**src/rtl/core/bcl_pkg.sv**
```systemverilog
package bcl_pkg;

  localparam int unsigned ENTRIES = 32;
  localparam int unsigned IDX_W   = (ENTRIES > 1) ? $clog2(ENTRIES) : 1;

  localparam int unsigned IN_DATA_W  = 80;
  localparam int unsigned IN_USER_W  = 2;
  localparam int unsigned OUT_DATA_W = 24;

  localparam logic [7:0] REFS_MAX = ~8'd0;

  typedef enum logic [1:0] {
    FN_GET     = 2'd0,
    FN_RELEASE = 2'd1,
    FN_PIN     = 2'd2,
    FN_UNPIN   = 2'd3
  } func_e;

  typedef enum logic [1:0] {
    ST_OK     = 2'd0,
    ST_NOFREE = 2'd1,
    ST_UNDER  = 2'd2,
    ST_OVER   = 2'd3
  } status_e;

  typedef enum logic [1:0] {
    S_IDLE,
    S_SCAN,
    S_DRAIN,
    S_DONE
  } state_e;

  typedef struct packed {
    logic [31:0] tick;
    logic        valid;
    logic [7:0]  refs;
    logic [31:0] blk;
    logic [7:0]  dev;
  } entry_t;

  localparam int unsigned ENTRY_W = $bits(entry_t);

endpackage

```
**src/rtl/core/bcl_ram.sv**
```systemverilog
module bcl_ram #(
  parameter int unsigned WIDTH = 8,
  parameter int unsigned DEPTH = 32
) (
  input  logic                                      clk_i,
  input  logic                                      we_i,
  input  logic [((DEPTH > 1) ? $clog2(DEPTH) : 1)-1:0] waddr_i,
  input  logic [WIDTH-1:0]                          wdata_i,
  input  logic                                      re_i,
  input  logic [((DEPTH > 1) ? $clog2(DEPTH) : 1)-1:0] raddr_i,
  output logic [WIDTH-1:0]                          rdata_o
);

  logic [WIDTH-1:0] mem_q [DEPTH];
  logic [WIDTH-1:0] rdata_q;

  always_ff @(posedge clk_i) begin
    if (we_i) begin
      mem_q[waddr_i] <= wdata_i;
    end
    if (re_i) begin
      rdata_q <= mem_q[raddr_i];
    end
  end

  assign rdata_o = rdata_q;

endmodule

```
**src/rtl/core/block_buffer_cache_lru_top.sv**
```systemverilog
// Get: S_SCAN reads every slot in turn, then S_DRAIN and S_DONE; one read of the
//   entry memory per cycle walks every slot for the tag match and the oldest free entry.
// Release, pin, unpin: one read, at most one write-back; an out-of-range slot skips both.
// One item in flight; the next item is taken the cycle after the result enters the output
//   register; while the output stalls, the result waits in S_DONE.
// Reset (async, active low) idles the sequencer and clears the per-entry written bits;
//   an entry never written reads as all zero, so no clearing pass runs.
module block_buffer_cache_lru_top (
  input  logic                           clk_i,
  input  logic                           rst_ni,
  input  logic                           s_axis_tvalid,
  output logic                           s_axis_tready,
  // dev[7:0], block_number[39:8], slot[44:40], now_tick[76:45], zero fill
  input  logic [bcl_pkg::IN_DATA_W-1:0]  s_axis_tdata,
  // func[1:0]
  input  logic [bcl_pkg::IN_USER_W-1:0]  s_axis_tuser,
  output logic                           m_axis_tvalid,
  input  logic                           m_axis_tready,
  // entry_slot[4:0], hit[5], needs_fill[6], refs_after[14:7], status[16:15], zero fill
  output logic [bcl_pkg::OUT_DATA_W-1:0] m_axis_tdata
);

  import bcl_pkg::*;

  typedef struct packed {
    logic [4:0] slot;
    logic       hit;
    logic       nf;
    logic [7:0] refs;
    status_e    status;
  } res_t;

  state_e state_q, state_d;

  func_e       op_q;
  logic [7:0]  dev_q;
  logic [31:0] blk_q;
  logic [4:0]  slot_q;
  logic [31:0] now_q;
  logic        slot_ok_q;

  logic [IDX_W-1:0] scan_idx_q;
  logic             rd_vld_q;
  logic [IDX_W-1:0] rd_idx_q;

  logic             hit_q;
  logic [IDX_W-1:0] hidx_q;
  entry_t           hent_q;
  logic             free_q;
  logic [IDX_W-1:0] fidx_q;
  logic [31:0]      ftick_q;

  logic [ENTRIES-1:0] written_q;

  logic            out_vld_q;
  res_t            out_q;

  logic             in_acc;
  logic             in_get;
  logic             in_slot_ok;
  logic             scan_last;
  logic             out_free;
  logic             ram_re;
  logic             ram_we;
  logic [IDX_W-1:0] ram_raddr;
  logic [ENTRY_W-1:0] ram_rdata;
  entry_t           ent;

  logic             cmp_wr;
  logic [IDX_W-1:0] cmp_idx;
  entry_t           cmp_ent;
  res_t             cmp_res;

  assign in_acc     = s_axis_tvalid && s_axis_tready;
  assign in_get     = func_e'(s_axis_tuser) == FN_GET;
  assign in_slot_ok = 32'(s_axis_tdata[44:40]) < ENTRIES;
  assign scan_last  = (op_q != FN_GET) || (32'(scan_idx_q) == ENTRIES - 1);
  assign out_free   = !out_vld_q || m_axis_tready;
  assign ent        = written_q[rd_idx_q] ? entry_t'(ram_rdata) : '0;

  bcl_ram #(
    .WIDTH(ENTRY_W),
    .DEPTH(ENTRIES)
  ) u_ram (
    .clk_i  (clk_i),
    .we_i   (ram_we),
    .waddr_i(cmp_idx),
    .wdata_i(cmp_ent),
    .re_i   (ram_re),
    .raddr_i(ram_raddr),
    .rdata_o(ram_rdata)
  );

  // next state
  always_comb begin
    state_d = state_q;
    unique case (state_q)
      S_IDLE: begin
        if (in_acc) begin
          state_d = (in_get || in_slot_ok) ? S_SCAN : S_DONE;
        end
      end
      S_SCAN: begin
        if (scan_last) begin
          state_d = S_DRAIN;
        end
      end
      S_DRAIN: state_d = S_DONE;
      S_DONE: begin
        if (out_free) begin
          state_d = S_IDLE;
        end
      end
      default: state_d = S_IDLE;
    endcase
  end

  // sequencer outputs
  always_comb begin
    s_axis_tready = 1'b0;
    ram_re        = 1'b0;
    ram_we        = 1'b0;
    ram_raddr     = scan_idx_q;
    unique case (state_q)
      S_IDLE:  s_axis_tready = 1'b1;
      S_SCAN:  ram_re = 1'b1;
      S_DRAIN: ;
      S_DONE:  ram_we = cmp_wr && out_free;
      default: ;
    endcase
  end

  // outcome of the item from the captured entries
  always_comb begin
    cmp_wr  = 1'b0;
    cmp_idx = hidx_q;
    cmp_ent = hent_q;
    cmp_res = '{slot: slot_q, hit: 1'b0, nf: 1'b0, refs: 8'd0, status: ST_OK};
    if (op_q == FN_GET) begin
      if (hit_q) begin
        cmp_res.slot = 5'(hidx_q);
        cmp_res.hit  = 1'b1;
        if (hent_q.refs == REFS_MAX) begin
          cmp_res.refs   = REFS_MAX;
          cmp_res.status = ST_OVER;
        end else begin
          cmp_wr         = 1'b1;
          cmp_ent.refs   = hent_q.refs + 8'd1;
          cmp_ent.valid  = 1'b1;
          cmp_res.nf     = !hent_q.valid;
          cmp_res.refs   = hent_q.refs + 8'd1;
        end
      end else if (free_q) begin
        cmp_wr         = 1'b1;
        cmp_idx        = fidx_q;
        cmp_ent        = '{tick: ftick_q, valid: 1'b1, refs: 8'd1, blk: blk_q, dev: dev_q};
        cmp_res.slot   = 5'(fidx_q);
        cmp_res.nf     = 1'b1;
        cmp_res.refs   = 8'd1;
      end else begin
        cmp_res.slot   = 5'd0;
        cmp_res.status = ST_NOFREE;
      end
    end else if (slot_ok_q) begin
      cmp_idx = IDX_W'(slot_q);
      if (op_q == FN_PIN) begin
        if (hent_q.refs == REFS_MAX) begin
          cmp_res.refs   = REFS_MAX;
          cmp_res.status = ST_OVER;
        end else begin
          cmp_wr       = 1'b1;
          cmp_ent.refs = hent_q.refs + 8'd1;
          cmp_res.refs = hent_q.refs + 8'd1;
        end
      end else begin
        if (hent_q.refs == 8'd0) begin
          cmp_res.status = ST_UNDER;
        end else begin
          cmp_wr       = 1'b1;
          cmp_ent.refs = hent_q.refs - 8'd1;
          cmp_res.refs = hent_q.refs - 8'd1;
          // final release stamps the tick; unpin to zero does not
          if (op_q == FN_RELEASE && hent_q.refs == 8'd1) begin
            cmp_ent.tick = now_q;
          end
        end
      end
    end
  end

  always_ff @(posedge clk_i or negedge rst_ni) begin
    if (!rst_ni) begin
      state_q    <= S_IDLE;
      scan_idx_q <= '0;
      rd_vld_q   <= 1'b0;
      rd_idx_q   <= '0;
      hit_q      <= 1'b0;
      free_q     <= 1'b0;
      written_q  <= '0;
      out_vld_q  <= 1'b0;
    end else begin
      state_q  <= state_d;
      rd_vld_q <= ram_re;
      rd_idx_q <= scan_idx_q;

      if (in_acc) begin
        scan_idx_q <= in_get ? '0 : IDX_W'(s_axis_tdata[44:40]);
        hit_q      <= 1'b0;
        free_q     <= 1'b0;
      end else if (state_q == S_SCAN && !scan_last) begin
        scan_idx_q <= scan_idx_q + 1'b1;
      end

      if (rd_vld_q) begin
        if (op_q == FN_GET) begin
          // lowest matching slot wins; valid bit is not part of the match
          if (!hit_q && ent.dev == dev_q && ent.blk == blk_q) begin
            hit_q <= 1'b1;
          end
          if (ent.refs == 8'd0 && (!free_q || ent.tick < ftick_q)) begin
            free_q <= 1'b1;
          end
        end else begin
          hit_q <= 1'b1;
        end
      end

      if (ram_we) begin
        written_q[cmp_idx] <= 1'b1;
      end

      if (state_q == S_DONE && out_free) begin
        out_vld_q <= 1'b1;
      end else if (m_axis_tready) begin
        out_vld_q <= 1'b0;
      end
    end
  end

  // payload registers
  always_ff @(posedge clk_i) begin
    if (in_acc) begin
      op_q      <= func_e'(s_axis_tuser);
      dev_q     <= s_axis_tdata[7:0];
      blk_q     <= s_axis_tdata[39:8];
      slot_q    <= s_axis_tdata[44:40];
      now_q     <= s_axis_tdata[76:45];
      slot_ok_q <= in_slot_ok;
    end
    if (rd_vld_q) begin
      if (op_q == FN_GET) begin
        if (!hit_q && ent.dev == dev_q && ent.blk == blk_q) begin
          hidx_q <= rd_idx_q;
          hent_q <= ent;
        end
        if (ent.refs == 8'd0 && (!free_q || ent.tick < ftick_q)) begin
          fidx_q  <= rd_idx_q;
          ftick_q <= ent.tick;
        end
      end else begin
        hent_q <= ent;
      end
    end
    if (state_q == S_DONE && out_free) begin
      out_q <= cmp_res;
    end
  end

  assign m_axis_tvalid = out_vld_q;
  assign m_axis_tdata  = {7'd0, out_q.status, out_q.refs, out_q.nf, out_q.hit, out_q.slot};

  a_we_only_done: assert property (@(posedge clk_i) disable iff (!rst_ni)
    ram_we |-> state_q == S_DONE)
    else $error("entry write outside completion");

  a_get_scans: assert property (@(posedge clk_i) disable iff (!rst_ni)
    in_acc && in_get |=> state_q == S_SCAN && scan_idx_q == '0)
    else $error("get did not start scan at slot zero");

  a_scan_bound: assert property (@(posedge clk_i) disable iff (!rst_ni)
    state_q == S_SCAN |-> 32'(scan_idx_q) < ENTRIES)
    else $error("scan index out of range");

  a_rose_after_done: assert property (@(posedge clk_i) disable iff (!rst_ni)
    $rose(m_axis_tvalid) |-> $past(state_q) == S_DONE)
    else $error("result without completion");

  a_write_marks: assert property (@(posedge clk_i) disable iff (!rst_ni)
    ram_we |=> written_q[$past(cmp_idx)])
    else $error("written bit not set after write");

endmodule

```
**config.mk**
```make
export PLATFORM = sky130hd
export DESIGN_NAME = block_buffer_cache_lru_top
export DESIGN_NICKNAME = d
export VERILOG_FILES = /design/src/rtl/core/bcl_pkg.sv /design/src/rtl/core/bcl_ram.sv /design/src/rtl/core/block_buffer_cache_lru_top.sv
export SDC_FILE = /design/constraint.sdc
export NUM_CORES = 2
export LEC_CHECK = 0
export ABC_AREA = 1
export BUFFER_PORTS_ARGS = -buffer_cell sky130_fd_sc_hd__buf_2
export CAP_MARGIN = 40
export CORE_MARGIN = 1.5
export CORE_UTILIZATION = 52
export DETAILED_ROUTE_END_ITERATION = 10
export PLACE_DENSITY = 0.78
export SYNTH_ARGS = -nofsm -noshare
export SYNTH_HDL_FRONTEND = slang
export SYNTH_SLANG_ARGS = --single-unit
```
**constraint.sdc**
```tcl
create_clock -name clk_i -period 5.7 [get_ports clk_i]
set_clock_uncertainty 0.05 [all_clocks]
set_input_delay 0 -clock clk_i [delete_from_list [all_inputs] [get_ports clk_i]]
set_output_delay 0 -clock clk_i [all_outputs]
set_load 0.005 [all_outputs]
```
==> impl_metrics.toml <==
[status]
status = "finished clean"

[detailed_routing]
dr_total_vias = 77310
routed_wl_um = 329600
initialDrtViolationCount = 13610
wl_per_cell_um = 27.83
viasPerCell = 6.529
drc = 0
postRouteAntennaNets = 0
firstDrtPassIters = 6

[sta]
whs_ns = 0.1331
min_period_over_period_pct = 87.76
setup_slack_ns = 0.6979
setup_viol = 0
hold_violations = 0
max_slew_margin_pct = 28.76
rsz0062_at_grt = "false"
fin_crit_ns = 5.002
worst_pin_slew_ns = 1.069
fmax_mhz = 199.9
slew_viol_final = 0

[global_routing]
overflow = 0
grt_max_degree = 217
antenna_found_initial = 6
grt_usage_pct = 28.67
grt_pass1_vias = 74610
grt_pass1_wl_um = 477500

[yosys]
synth-edff-count = 2892
synth_common_cells = "edfxtp_1 (2892), nor2_1 (1588), o21ai_0 (1442)"
synth_area_leader_cell = "edfxtp_1"
ys_async_sr_fraction_pct = 1.633
synth_cell_types = 51
synth.most_common_cell = "edfxtp_1"
yosys-top-cells-area = "edfxtp_1 (76%), o21ai_0 (6.3%), nor2_1 (5.2%), o22ai_1 (2.2%), clkbuf_1 (1.6%)"
synthesis.area_sq_um = 114900
ys_ff_latch = 2940
synth.avg_cell_area_sq_um = 13.63
yosys_warnings = 0
synth_seq_area_share_pct = 76.61
syn_inst = 8431
netlist.area_leader.share_pct = 75.56
synth-main-ff-cell = "edfxtp_1"

[critical_path]
reg2reg_from = "rd_idx_q[0]"
worstPathRequired_ns = 6.27
reg2reg_depth = 21
cp_max_fo = 50
worst-setup-path-type = "reg2reg"
start_kind = "register"
endpoint_kind = "register"
r2r-end = "hent_q[28]"
rrSetupSlack_ns = 0.70
worstPathArrival_ns = 5.57

[placed_design]
preCtsSetupSlack_ns = 0.8758
portBuffers = 101
dp.final_hpwl_um = 164400
place_inst = 11170
globalplace.congestion = 0.8662

[pwr]
ir_drop_mv = 0.3956
p_total_uw = 68840
power_leakage_uw = 0.04293
p_per_area_nw_per_um2 = 523.4

[min_path]
min_path_cells = 5
hold_end = "ram_raddr[1]"
hp-start = "s_axis_tuser[0]"
worst_hold_path_type = "in2reg"

[cells_and_area]
fin_cells = 11840
drive_above_1_share_pct = 9.840
syn_to_final_growth_pct = 14.43
nets = 8808
nFillCells = 15410

[cts]
clock_latency_ns = 0.94
post_cts_buffers = 0
cts_max_level = 5
numClockSinks = 2940
cts_tree = "yes"
clockBufferDepth = 4
clk_pin_slew_ns = 0.06
cts-root-buf = "clkbuf_16"
cts_buffers = 297

[die]
fp.dieArea_sq_um = 223800
io_pins = 112
start_util_pct = 52.31
dieHeight_um = 473.1
row_count = 172
fp.dieW_um = 473.1
coreArea_sq_um = 219700

[job]
max_cap_violations = 0
## logic make-up after synthesis
family | share of synthesized area, %
XOR/XNOR | 0.2058
AO/OA/AOI/OAI | 12.43
AND/OR/NAND/NOR | 7.434
flip-flops | 76.61
adder cells (fa/ha/maj) | 0.4681
other | 0.003263
multiplexers | 0.05226
buffers and inverters | 2.796
## layer usage
metal  GRT usage, %  share of wire [%]
met1          38.73                 35
met2          44.50                 46
met3          6.476                 14
met4          13.39                5.1
met5              0              0.011
## area by class of cell
cell class,instances,area [sq um],area share (%)
sequential,2940,88060,66.96
multi-input combinational,4679,24260,18.45
clock buffer,371,7925,6.026
timing repair buffer,529,5451,4.145
tap,2958,3701,2.814
clock inverter,131,1185,0.9009
inverter,232,927.1,0.7050
antenna,1,2.502,0.001903
## worst max-delay path by stage
stage                      from           endpoint  slack, ns  depth (start not counted)
CTS                 rd_idx_q[0]          hent_q[9]       0.84                         20
detailed placement  rd_idx_q[0]         hent_q[11]       0.88                         20
finish              rd_idx_q[0]         hent_q[28]       0.70                         21
global placement    rd_idx_q[0]         ftick_q[5]       0.99                         21
global route        rd_idx_q[0]         ftick_q[2]       0.52                         21
floorplan            state_q[0]  u_ram.mem_q[0][0]      -0.45                          7
## power breakdown
part / internal [uW] / switching (uW)
Sequential: 27700 / 776
Clock: 10700 / 7970
Combinational: 5810 / 15800
## registers in the layout (all words and copies together) (netlist names)
register       flops
ftick_q           32
slot_q             5
hidx_q             5
hent_q            81
free_q             1
m_axis_tvalid      1
rd_vld_q           1
written_q         32
blk_q             32
rd_idx_q           5
hit_q              1
u_ram.mem_q     2592
op_q               2
ram_raddr          5
m_axis_tdata      17
fidx_q             5
state_q            2
now_q             32
u_ram.rdata_o     81
dev_q              8
## placed cells by master (no fill, tap or decap), drive strengths merged, types with 87 or more instances in the layout
cell         count
nand2          295
o21ai         1445
edfxtp        2892
buf            365
a221oi          87
nor2          1592
nand3          125
o22ai          410
inv            238
a21oi          128
clkbuf         371
o221ai         190
clkinv          96
dlygate4sd3    164
## what timing repair did
action | in CTS | in global routing
gates resized for setup | 0 | 0
hold endpoints to repair | 176 | 0
setup endpoints to repair | 0 | 0
hold buffers | 165 | 0
## metrics by stage
| step | util [%] | setup TNS, ns | instance area [sq um] |
|---|---|---|---|
| after floorplan | - | -1095.21 | 115000 |
| after global placement | 54.60 | 0 | 120000 |
| after detailed placement | 54.94 | 0 | 120700 |
| after CTS | 59.85 | 0 | 131500 |
| after global routing | 59.85 | 0 | 131500 |
| final | 59.85 | 0 | 131500 |
## critical path, stage by stage (launching register included)
cell and delay, ns:
dfrtp_1 0.85, inv_8 0.12, nand2_1 0.10, nand3_1 0.07
nand3_1 0.10, nand2_1 0.07, nand2_1 0.08, nand3_2 0.11
nand2_4 0.52, nor2_1 0.18, nand2_1 0.12, o21ai_0 0.13
nor2_1 0.15, nand3_1 0.10, nor2_1 0.15, nand2_1 0.08
nor2_1 0.24, nand2_1 0.39, nand2_1 0.15, nand2_1 0.11
inv_4 0.38, buf_4 0.33
(Power assumes the default switching activity.)
